**config.mk**
```make
export PLATFORM = sky130hd
export DESIGN_NAME = dip_front
export DESIGN_NICKNAME = d
export VERILOG_FILES = /design/src/sv/dip_pkg.sv /design/src/sv/dip_front.sv
export SDC_FILE = /design/constraint.sdc
export NUM_CORES = 1
export LEC_CHECK = 0
export ABC_AREA = 1
export BUFFER_PORTS_ARGS = -buffer_cell sky130_fd_sc_hd__buf_2
export CAP_MARGIN = 20
export CORE_MARGIN = 2
export CORE_UTILIZATION = 40
export CTS_CLUSTER_SIZE = 24
export DETAILED_ROUTE_END_ITERATION = 10
export PLACE_DENSITY = 0.63
export SYNTH_ARGS = -nofsm -noshare
export SYNTH_HDL_FRONTEND = slang
export SYNTH_SLANG_ARGS = --single-unit
```
**constraint.sdc**
```tcl
create_clock -name clk_i -period 4.5 [get_ports clk_i]
set_clock_uncertainty 0.1 [all_clocks]
set_input_delay 0.225 -clock clk_i [delete_from_list [all_inputs] [get_ports clk_i]]
set_output_delay 0.225 -clock clk_i [all_outputs]
set_load 0.05 [all_outputs]
```
**src/sv/dip_pkg.sv**
```systemverilog
// Shared types and constants for the DIP cache replacement block.
package dip_pkg;

  // Selector range and midpoint.
  localparam int unsigned SelW = 10;
  localparam logic [SelW-1:0] SelMid = 10'd512;
  localparam logic [SelW-1:0] SelMax = 10'd1023;

  // Dueling period and BIP throttle width.
  localparam int unsigned DuelBits = 5;
  localparam int unsigned BipW = 5;
  localparam int unsigned HitCntW = 32;

  // Set role codes.
  typedef enum logic [1:0] {
    ROLE_FOLLOW  = 2'd0,
    ROLE_LRU_LDR = 2'd1,
    ROLE_BIP_LDR = 2'd2
  } role_e;

  // One result item.
  typedef struct packed {
    logic                hit;
    logic                used_bip;
    logic [HitCntW-1:0]  hit_count;
  } result_t;

endpackage

```
**src/sv/dip_front.sv**
```systemverilog
// Front end: accepts addresses, splits set and tag, classifies set role, queues them.
module dip_front #(
  parameter int unsigned ADDR_BITS   = 48,
  parameter int unsigned OFFSET_BITS = 6,
  parameter int unsigned SET_BITS    = 10,
  parameter int unsigned TAG_W       = 32
) (
  input  logic                 clk_i,
  input  logic                 rst_ni,
  input  logic                 in_valid_i,
  output logic                 in_ready_o,
  input  logic [ADDR_BITS-1:0] in_addr_i,
  output logic                 q_valid_o,
  input  logic                 q_pop_i,
  output logic [SET_BITS-1:0]  q_set_o,
  output logic [TAG_W-1:0]     q_tag_o,
  output dip_pkg::role_e       q_role_o
);

  // Two-entry queue.
  logic [SET_BITS-1:0]  set_q [2];
  logic [TAG_W-1:0]     tag_q [2];
  dip_pkg::role_e       role_q [2];
  logic                 wr_ptr_q, rd_ptr_q;
  logic [1:0]           cnt_q;

  logic [SET_BITS-1:0]  set_c;
  logic [TAG_W-1:0]     tag_c;
  dip_pkg::role_e       role_c;
  logic                 push, pop;

  // Split the address and classify the set.
  always_comb begin
    set_c = in_addr_i[OFFSET_BITS +: SET_BITS];
    tag_c = in_addr_i[ADDR_BITS-1 -: TAG_W];
    if (set_c[dip_pkg::DuelBits-1:0] == '0) begin
      role_c = dip_pkg::ROLE_LRU_LDR;
    end else if (set_c[dip_pkg::DuelBits-1:0] == dip_pkg::DuelBits'(1)) begin
      role_c = dip_pkg::ROLE_BIP_LDR;
    end else begin
      role_c = dip_pkg::ROLE_FOLLOW;
    end
  end

  assign in_ready_o = (cnt_q != 2'd2);
  assign push       = in_valid_i && in_ready_o;
  assign pop        = q_pop_i && q_valid_o;
  assign q_valid_o  = (cnt_q != 2'd0);
  assign q_set_o    = set_q[rd_ptr_q];
  assign q_tag_o    = tag_q[rd_ptr_q];
  assign q_role_o   = role_q[rd_ptr_q];

  // Advance pointers and count.
  always_ff @(posedge clk_i or negedge rst_ni) begin
    if (!rst_ni) begin
      wr_ptr_q <= 1'b0;
      rd_ptr_q <= 1'b0;
      cnt_q    <= 2'd0;
    end else begin
      if (push) wr_ptr_q <= ~wr_ptr_q;
      if (pop)  rd_ptr_q <= ~rd_ptr_q;
      cnt_q <= cnt_q + 2'(push) - 2'(pop);
    end
  end

  // Store payload.
  always_ff @(posedge clk_i) begin
    if (push) begin
      set_q[wr_ptr_q]  <= set_c;
      tag_q[wr_ptr_q]  <= tag_c;
      role_q[wr_ptr_q] <= role_c;
    end
  end

  assert property (@(posedge clk_i) disable iff (!rst_ni) cnt_q <= 2'd2)
    else $error("queue count overflow");
  assert property (@(posedge clk_i) disable iff (!rst_ni)
    (cnt_q == 2'd2) |-> !in_ready_o)
    else $error("full queue accepts");
  assert property (@(posedge clk_i) disable iff (!rst_ni)
    (cnt_q == 2'd0 && !push) |=> !q_valid_o)
    else $error("empty queue shows item");

endmodule

```
# Word level (Yosys, flattened, before mapping)
# Memory sizes are Yosys's and may differ from the RTL's.
# Index checks and enable logic that the tools add are counted.
# op_classes
mux	4
bitwise	2
n_reduce_logical	4
n_eq_ne	2
n_addsub	2
# ops
op	n
equality test 5 x 1 -> 1 bit, second input constant	1
logical NOT 5 bit	1
two-way mux 2 bit	2
adder 2 x 1 -> 2 bit	1
logical AND 1 bit	2
two-way mux 1 bit	2
!= test 2 bit, second input constant	1
NOT 1 bit	2
nonzero test 2 bit	1
subtractor 2 x 1 -> 2 bit	1
# totals
mem_bits_rw	88
memories	3
wordCells	20
in_bits	52
out_inout_bits	46
ff_bits	4
# memory_table
name	words	word_bits	rd	rd_ports_with_merged_regs	wr	line	text
tag_q	2	32	1	0	1	dip_front.sv:22	logic [TAG_W-1:0] tag_q [2];
set_q	2	10	1	0	1	dip_front.sv:21	logic [SET_BITS-1:0] set_q [2];
role_q	2	2	1	0	1	dip_front.sv:23	dip_pkg::role_e role_q [2];

# Logic depth before layout (Yosys ltp)
# Gate-level depths: netlist of run 1.
# logic_depth
ltp_word	4
mapped_depth	12
ltp_nobuf	12

# Least setup slack after synthesis of run 1
# OpenSTA, ideal clock, no wires.
# synth_path
path_type	register -> register
startpoint	reg cnt_q[1]
endpoint	mem role_q[0][0] in the netlist's numbering, enable pin
required_time_ns	3.955
setup_ns	0.445
slack_ns	1.315
synth_period_minus_slack_ns	3.185
path_buffers	0
path_stages_with_launch	4
arrival_ns	2.640
path_cell_list	dfrtp_1 > nand2_2 > nand2_4 > nor2_1
# synth_between
elab_chain_len	4
# synth_rtl
element	line	text
start, declared	dip_front.sv:25	logic [1:0] cnt_q;
start signal, assigned	dip_front.sv:62	cnt_q <= cnt_q + 2'(push) - 2'(pop);
!= test 2 bit	dip_front.sv:45	assign in_ready_o = (cnt_q != 2'd2);
via in_ready_o	dip_front.sv:11	output logic in_ready_o,
logical AND 1 bit	dip_front.sv:46	assign push = in_valid_i && in_ready_o;
two-way mux 1 bit	dip_front.sv:68	if (push) begin
two-way mux 1 bit (implied by the code)	dip_front.sv:71	role_q[wr_ptr_q] <= role_c;
end, declared	dip_front.sv:23	
# The timed path passes the listed nets, and every way through them passes these cells.

# Final worst setup path of run 1
# layout_path
startpoint	reg rd_ptr_q
endpoint	out q_tag_o[30]
# layout_between
elab_chain_len	1
# layout_rtl
element	line	text
start, declared	dip_front.sv:24	logic wr_ptr_q, rd_ptr_q;
start signal, assigned	dip_front.sv:61	if (pop) rd_ptr_q <= ~rd_ptr_q;
memory (2 x 32 bit)	n/a	
end, declared	dip_front.sv:16	output logic [TAG_W-1:0] q_tag_o,
# No other way between the ends.

==> results of run 1 <==
## power by group through the flow
stage	clock network, uW	registers (uW)	logic [uW]
after detailed placement	0	1360	1760
after CTS	500	1340	1790
after global routing	540	1350	1910
after floorplan	0	1270	1550
final	482	1330	1770
after global placement	0	1350	1740
## registers in the layout, indices dropped and copies added, names as in the netlist
register and cells:
cnt_q 2, rd_ptr_q 1, wr_ptr_q 1, role_q 4
tag_q 64, set_q 20
## final cells by class
class	count	area [um2]
clock buffers	10	128
clock inverters	6	40.0
fillers	844	4580
inverters	9	46.3
multi-input cells	156	1040
flip-flops and latches	92	2740
well taps	133	166
repair buffers	136	901
## repair_timing
item	4_1_cts	5_1_grt
hold buffers	43	0
resized for setup	0	0
hold endpoints to repair	88	0
## per-stage QoR
| stage | total power (uW) | worst slack, ps |
|---|---|---|
| global route | 3800 | 1820 |
| detailed placement | 3120 | 2300 |
| finish | 3580 | 1970 |
| global placement | 3090 | 2310 |
| floorplan | 2830 | 1310 |
| CTS | 3630 | 1900 |
## path summary, 6_finish.rpt
kind,to,slack [ps],startpoint
worst max-delay path,q_tag_o[30],1970,rd_ptr_q
worst min-delay path,wr_ptr_q,80,in_valid_i
worst max register to register,set_q[1][8],2410,cnt_q[0]
worst min register to register,cnt_q[0],470,cnt_q[0]
max in group asynchronous,rd_ptr_q,4070,rst_ni
min in group asynchronous,cnt_q[0],100,rst_ni
## kinds of logic (layout without fill, tap and decap cells)
| kind of cell | after synthesis | in the layout |
|---|---|---|
| XOR/XNOR | 1 | 1 |
| adder cells (fa/ha/maj) | 1 | 1 |
| AND/OR/NAND/NOR | 152 | 152 |
| buffers and inverters | 18 | 161 |
| AO/OA/AOI/OAI | 2 | 2 |
| flip-flops | 92 | 92 |
## critical path: stages, from the launching register on
cell and delay [ps]:
dfrtp_2 1010, inv_12 370, nand2_1 150, nand2_1 60
buf_2 210
## cells in the final DEF, fill, tap and decap left out
master,n
nor2_1,3
nand2_1,60
dfrtp_1,3
inv_12,1
a21oi_1,1
ha_1,1
nand3_1,2
nor2_2,1
clkbuf_8,9
clkinvlp_4,2
nand2_4,41
dfrtp_2,1
nor3b_1,1
inv_6,1
clkinv_4,1
edfxtp_1,88
o21ai_1,1
nor2_4,2
clkinv_1,2
nand2_2,41
dlygate4sd3_1,43
buf_4,2
nor3_1,1
xor2_1,1
inv_1,8
buf_2,91
clkbuf_1,1
## routing by layer
layer | vias up | GRT usage [%]
li1 | 1163 | -
met3 | 8 | 4.17
met2 | 65 | 24.7
met1 | 1095 | 15.7
met5 | - | 0
met4 | 0 | 4.86
==> impl_metrics.tcl, run 1 <==
set metrics [dict create \
    grt_setup_unrepaired "no" \
    wire_per_inst_um 12.8 \
    synthMuxAreaShare_pct 0 \
    min_path_cells 3 \
    netlist_area_um2 3940 \
    vias 2331 \
    synth.distinct_cells 19 \
    highest_layer "met4" \
    post-cts-setup-buffer-count 0 \
    ys_warn_count 0 \
    wl_met2_um 3600 \
    place_inst 483 \
    portBuffers 91 \
    cap_violations 0 \
    antenna_found_initial 0 \
    drtIter0Drc 46 \
    hold_path_class "primary input to flip-flop" \
    synth_area_per_cell_um2 14.8 \
    hold_viol 0 \
    synthesis.nets 319 \
    drive_gt1_share_pct 47.2 \
    die_h_um 103 \
    pin_count 98 \
    cp_max_fo 45 \
    cts_tree "yes" \
    ys.flop_type "edfxtp_1" \
    cts_made_buffers 9 \
    seqPwrFrac_pct 37.2 \
    synth_edf_count 88 \
    p_sw_share_pct 50.1 \
    post-synth-top-count-cell "edfxtp_1" \
    wirelength_um 6930 \
    async_reset_ff_share_pct 4.35 \
    antenna_left 0 \
    ir_worst_vdd_uv 468 \
    vias_per_cell 4.30 \
    seq_area_frac_synth_pct 69.7 \
    timing.fmax_ghz 0.396 \
    grt_max_degree 46 \
    track_usage_pct 13.8 \
    p_leak_uw 0.00219 \
    setup_viol 0 \
    clockBufferDepth 2 \
    wl_met1_um 2940 \
    grt_pass1_vias 2402 \
    p_int_uw 1790 \
    synth_top_family_by_area "simple AND/OR/NAND/NOR gates" \
    h-tree-depth 3 \
    synthCells 266 \
    synth-simple-area-share_pct 25.2 \
    period_share_pct 56.1 \
    cp.arrival_ps 2200 \
    stdcell_count 542 \
    postPlaceCellArea_um2 4460 \
    grt_pass1_wl_um 11100 \
    period_needed_ps 2530 \
    area_growth_syn_to_layout_pct 28.6 \
    insertion_delay_ps 350 \
    synth.top_cell.area_share_pct 67.2 \
    critPathLaunchType "flip-flop" \
    ys_ff_latch 92 \
    die_area_um2 10600 \
    wl_met3_um 309 \
    clock-sinks 92 \
    synthAdderAreaFrac_pct 0.318 \
    synthXorXnorAreaFrac_pct 0.223 \
    core_um2 9640 \
    setup-tns-final_ps 0 \
    r2r_cells 5 \
    gp_congestion 0.696 \
    grt-ovfl-total 0 \
    yosys.area.top_type "edfxtp_1" \
    nets 457 \
    design_area_um2 5060 \
    final_util_pct 52.5 \
    synth.area.top_cells "edfxtp_1 67%, nand2_4 12%, nand2_2 6.5%" \
    clkPwrFrac_pct 13.5 \
    pwr_density_cell_nw_per_um2 707 \
    post-route-drc-count 0 \
    first_pass_iters 4 \
    synth_compound_area_share_pct 0.254 \
    die_x_um 103 \
    max_slew_margin_pct 36.2 \
    rows 36 \
    crit_required_ps 4180 \
    dpl.hpwl_um 4140 \
    tightestPinTransition_ps 957 \
    final_max_slew_viol_count 0 \
    status "complete, no violations" \
    combPwrFrac_pct 49.4 \
    holdWs_ps 82.0 \
    worstSetupEndpointType "primary output" \
    start_util_pct 40.8 \
    cts_root_buf "clkbuf_8" \
    diodes 0 \
    ys_top_cells_by_count "88 x edfxtp_1, 60 x nand2_1, 41 x nand2_2, 41 x nand2_4, 8 x inv_1" \
    crit_type "flip-flop to primary output" \
    clkTransAtPathRegs_ps 90 \
    p_sw_uw 1790 \
]
Note: power is estimated with default switching activity, not from simulation.
==> run 2: changes to the inputs <==
- ABC_AREA: 1 -> 0
- PLACE_DENSITY: 0.63 -> 0.64
- clock period: 4.5 -> 2.4 ns (I/O delays scaled with it)
==> impl_metrics.tcl, run 2 <==
set metrics [dict create \
    core_um2 8260 \
    vias_per_cell 4.63 \
    insertion_delay_ps 340 \
    synth.area.top_cells "edfxtp_1 77%, mux2_2 14%, dfrtp_1 2.9%" \
    largest_reg_flops 64 \
    pin_count 98 \
    synth.distinct_cells 20 \
    drive_gt1_share_pct 50.0 \
    first_pass_iters 4 \
    area_growth_syn_to_layout_pct 35.6 \
    vias 1938 \
    timing.fmax_ghz 0.502 \
    h-tree-depth 3 \
    die_x_um 96.5 \
    cts_repair_resize_count 0 \
    wirelength_um 6050 \
    antenna_left 0 \
    top_register "tag_q" \
    ys_ff_latch 92 \
    stdcell_count 419 \
    most-common-layout-cells "91 x buf_2, 88 x edfxtp_1, 45 x dlygate4sd3_1" \
    post-route-drc-count 0 \
    grt_pass1_vias 1880 \
    setup-tns-final_ps 0 \
    gp_congestion 0.734 \
    grt-ovfl-total 0 \
    highest_layer "met4" \
    largestRegisters "tag_q: 64 flops, set_q: 20 flops, role_q: 4 flops" \
    dpl.hpwl_um 3650 \
    antenna_found_initial 0 \
    grt_pass1_wl_um 9030 \
    worstSetupEndpointType "primary output" \
    cts_tree "yes" \
    tightestPinTransition_ps 334 \
    ys.flop_type "edfxtp_1" \
    p_sw_share_pct 42.8 \
    ys_warn_count 0 \
    drtIter0Drc 93 \
    wire_per_inst_um 14.4 \
    design_area_um2 4640 \
    p_sw_uw 2510 \
    clkPwrFrac_pct 15.2 \
    crit_type "flip-flop to primary output" \
    cts_made_buffers 9 \
    cp.arrival_ps 1770 \
    ys_top_cells_by_count "88 x edfxtp_1, 44 x mux2_2, 5 x nor2_1, 4 x buf_6, 4 x dfrtp_1" \
    seqPwrFrac_pct 39.9 \
    setup_viol 0 \
    cap_violations 0 \
    clkTransAtPathRegs_ps 80 \
    max_slew_margin_pct 77.8 \
    status "complete, no violations" \
    clockBufferDepth 2 \
    hold_viol 0 \
    final_util_pct 56.2 \
    synthesis.nets 216 \
    period_needed_ps 1990 \
    ir_worst_vdd_uv 606 \
    postPlaceCellArea_um2 4030 \
    synth_area_per_cell_um2 21.0 \
    grt_setup_unrepaired "no" \
    die_area_um2 9320 \
    cp_max_fo 34 \
    p_leak_uw 0.00176 \
    portBuffers 91 \
    combPwrFrac_pct 45.0 \
    rows 33 \
    synth_edf_count 88 \
    pwr_density_cell_nw_per_um2 1260 \
    start_util_pct 41.5 \
    async_reset_ff_share_pct 4.35 \
    holdWs_ps 67.7 \
    die_h_um 96.5 \
    final_common_cell "buf_2" \
    hold_path_class "primary input to flip-flop" \
    clock-sinks 92 \
    wl_met2_um 3130 \
    netlist_area_um2 3430 \
    crit_required_ps 2180 \
    track_usage_pct 13.3 \
    final_max_slew_viol_count 0 \
    diodes 0 \
    seq_area_frac_synth_pct 80.1 \
    period_share_pct 83.0 \
    wl_met3_um 334 \
    post-synth-top-count-cell "edfxtp_1" \
    cts_root_buf "clkbuf_8" \
    synthCells 163 \
    critPathLaunchType "flip-flop" \
    nets 362 \
    p_int_uw 3360 \
    wl_met1_um 2540 \
    place_inst 358 \
    yosys.area.top_type "edfxtp_1" \
    synth.top_cell.area_share_pct 77.1 \
    grt_max_degree 45 \
]
[run 2: cell count changes in the layout (fill, tap and decap cells not counted), sizes merged, moves of 2 or more]
cell,delta
dlygate4sd3,+2
nand2,-140
xnor2,+3
inv,-7
mux2,+44
buf,+2
[run 2: final timing paths]
path                                 start           end  slack [ps]  cells past startpoint
worst max register to register    cnt_q[0]  tag_q[0][11]         810                      4
worst min register to register    wr_ptr_q      wr_ptr_q         440                      1
worst min-delay path            in_valid_i      wr_ptr_q          70                      3
worst max-delay path              rd_ptr_q    q_tag_o[8]         410                      3
max in group asynchronous           rst_ni      rd_ptr_q        1420                      3
min in group asynchronous           rst_ni      cnt_q[0]         580                      3
[run 2: routing by layer]
metal	global-route usage (%)	up-vias
met3	3.65	6
met2	23.0	63
li1	-	928
met4	4.93	0
met5	0	-
met1	15.7	941
[run 2: area by class of cell]
cell class,count,area (um2)
inverters,1,3.75
clock buffers,10,128
repair buffers,140,961
flip-flops and latches,92,2740
well taps,105,131
clock inverters,6,38.8
fillers,695,3610
multi-input cells,65,638
[run 2: logic make-up after synthesis]
logic type / share of synthesized area [%]
mux: 14.5
fa+ha+maj: 0.365
xor+xnor: 0.767
flops: 80.1
simple gates: 1.86
compound gates: 0.913
buf+inv: 1.57
[run 2: metrics by stage]
| stage | worst slack, ps | total power [uW] |
|---|---|---|
| 5_1_grt | 315 | 6170 |
| 3_3_place_gp | 746 | 4980 |
| 2_1_floorplan | 115 | 4430 |
| 3_5_place_dp | 739 | 5000 |
| 4_1_cts | 355 | 5950 |
| 6_report | 408 | 5860 |
[run 2: power by group through the flow]
stage | sequential, uW | clock, uW | combinational [uW]
detailed placement | 2380 | 0 | 2620
CTS | 2340 | 925 | 2680
finish | 2340 | 888 | 2640
floorplan | 2310 | 0 | 2130
global route | 2380 | 997 | 2800
global placement | 2360 | 0 | 2620
[run 2: critical path, cell delays in order, from the launching register on]
cell	delay, ps
dfrtp_2	580
buf_12	270
mux2_2	360
buf_2	210
[run 2: what timing repair did]
action / CTS / global route
hold endpoints to repair: 91 / 0
endpoints found under the setup margin: 0 / 0
hold buffers: 45 / 0
buffers inserted: 0 / 0
==> run 3: changes to the inputs <==
- ABC_AREA: 0 -> 1
- PLACE_DENSITY: 0.64 -> 0.65
- clock period: 2.4 -> 1.7 ns (I/O delays scaled with it)
==> impl_metrics.tcl, run 3 (synthesis results as in run 1) <==
set metrics [dict create \
    antenna_left 0 \
    crit_required_ps 1510 \
    timing.fmax_ghz 0.599 \
    grt_setup_unrepaired "yes" \
    worstSetupEndpointType "primary output" \
    place_inst 490 \
    post-route-drc-count 0 \
    period_share_pct 98.2 \
    p_leak_uw 0.00243 \
    wirelength_um 7520 \
    postPlaceCellArea_um2 4580 \
    rows 36 \
    die_area_um2 10600 \
    wire_per_inst_um 13.5 \
    hold_viol 0 \
    r2r_start "cnt_q[1]" \
    hold_path_class "primary input to flip-flop" \
    grt_max_degree 38 \
    critPathLaunchType "flip-flop" \
    total_power_uw 11300 \
    top_register "tag_q" \
    design_area_um2 5680 \
    die_h_um 103 \
    grt_pass1_wl_um 11600 \
    cts_tree "yes" \
    setup-tns-final_ps 0 \
    path_cells "buf_6 > buf_12 > nand2_1 > nand2_4 > buf_8" \
    cts_root_buf "clkbuf_8" \
    die_x_um 103 \
    final_common_cell "edfxtp_1" \
    antenna_found_initial 0 \
    cts_made_buffers 9 \
    most-common-layout-cells "88 x edfxtp_1, 58 x nand2_1, 47 x buf_2" \
    cap_violations 0 \
    final_max_slew_viol_count 0 \
    drive_gt1_share_pct 49.8 \
    area_growth_syn_to_layout_pct 44.2 \
    nets 472 \
    period_needed_ps 1670 \
    slowest_stage "dfrtp_2" \
    grt_pass1_vias 2451 \
    diodes 0 \
    clockBufferDepth 2 \
    setup_viol 0 \
    crit_path_start "rd_ptr_q" \
    vias_per_cell 4.37 \
    gp_congestion 0.759 \
    critical_path.max_stage_delay_ps 500 \
    insertion_delay_ps 350 \
    vias 2433 \
    core_um2 9640 \
    ir_worst_vdd_uv 1010 \
    cp.arrival_ps 1480 \
    clkTransAtPathRegs_ps 90 \
    grt-ovfl-total 0 \
    stdcell_count 557 \
    status "complete, no violations" \
    largest_reg_flops 64 \
    pin_count 98 \
    tightestPinTransition_ps 274 \
    h-tree-depth 3 \
    track_usage_pct 14.7 \
    holdWs_ps 349 \
    clock-sinks 92 \
    max_slew_margin_pct 81.6 \
    portBuffers 91 \
    largestRegisters "tag_q: 64 flops, set_q: 20 flops, role_q: 4 flops" \
    start_util_pct 40.8 \
    crit_type "flip-flop to primary output" \
    min-delay-start "in_addr_i[45]" \
    drtIter0Drc 93 \
    dpl.hpwl_um 4550 \
    cp_max_fo 19 \
    pwr_density_cell_nw_per_um2 1990 \
    first_pass_iters 4 \
]
## run 3: changes by cell type in the layout (fill, tap and decap cells not counted), moves of 3 or more
cell	delta
nand2_1	+56
nand2_4	+45
buf_2	-44
mux2_2	-44
nand2_2	+39
buf_8	+18
buf_4	+15
buf_6	+15
inv_1	+6
buf_12	+4
xnor2_1	-3
## run 3: final timing paths
path | cells past startpoint | endpoint | slack [ps]
worst max register to register | 9 | cnt_q[1] | 160
worst min-delay path | 2 | tag_q[1][29] | 350
worst min register to register | 2 | wr_ptr_q | 480
worst max-delay path | 5 | q_set_o[3] | 30
min in group asynchronous | 3 | wr_ptr_q | 530
max in group asynchronous | 3 | rd_ptr_q | 780
## run 3: cell type report
cell class | instances | area [um2]
Clock buffer | 10 | 128
Inverter | 9 | 46.3
Multi-Input combinational cell | 156 | 1060
Timing Repair Buffer | 151 | 1440
Sequential cell | 92 | 2740
Clock inverter | 6 | 88.8
Tap cell | 133 | 166
Fill cell | 777 | 3960
## run 3: metrics by stage
step                      setup WS, ps  util, %
after floorplan                   -207        -
after global placement             210     47.6
after detailed placement           173     47.6
after CTS                        -37.7     57.5
after global routing             -43.8     58.9
final                             31.3     58.9
## run 3: what timing repair did
item	CTS	global route
pin swaps	0	1
gates resized for setup	64	44
hold endpoints to repair	95	0
setup endpoints to repair	37	30
hold buffers	46	0
setup buffers	5	0
gates cloned	1	0
## run 3: report_power, final
part	switching (uW)	total, uW	internal [uW]
Sequential	285	3390	3100
Combinational	4050	6360	2310
Clock	730	1560	828
## run 3: routing by layer
metal / track usage, % / wire [um] / vias up
met5: 0 / 0 / -
met4: 7.19 / 162 / 0
met3: 3.36 / 274 / 14
met2: 25.9 / 4080 / 56
met1: 17.0 / 3000 / 1171
li1: - / - / 1192
## run 3: worst max-delay path, delay by kind of cell, from the launching register on
| family | cells | cell delay [ps] |
|---|---|---|
| simple gates | 2 | 200 |
| buf+inv | 3 | 420 |
| flops | 1 | 500 |
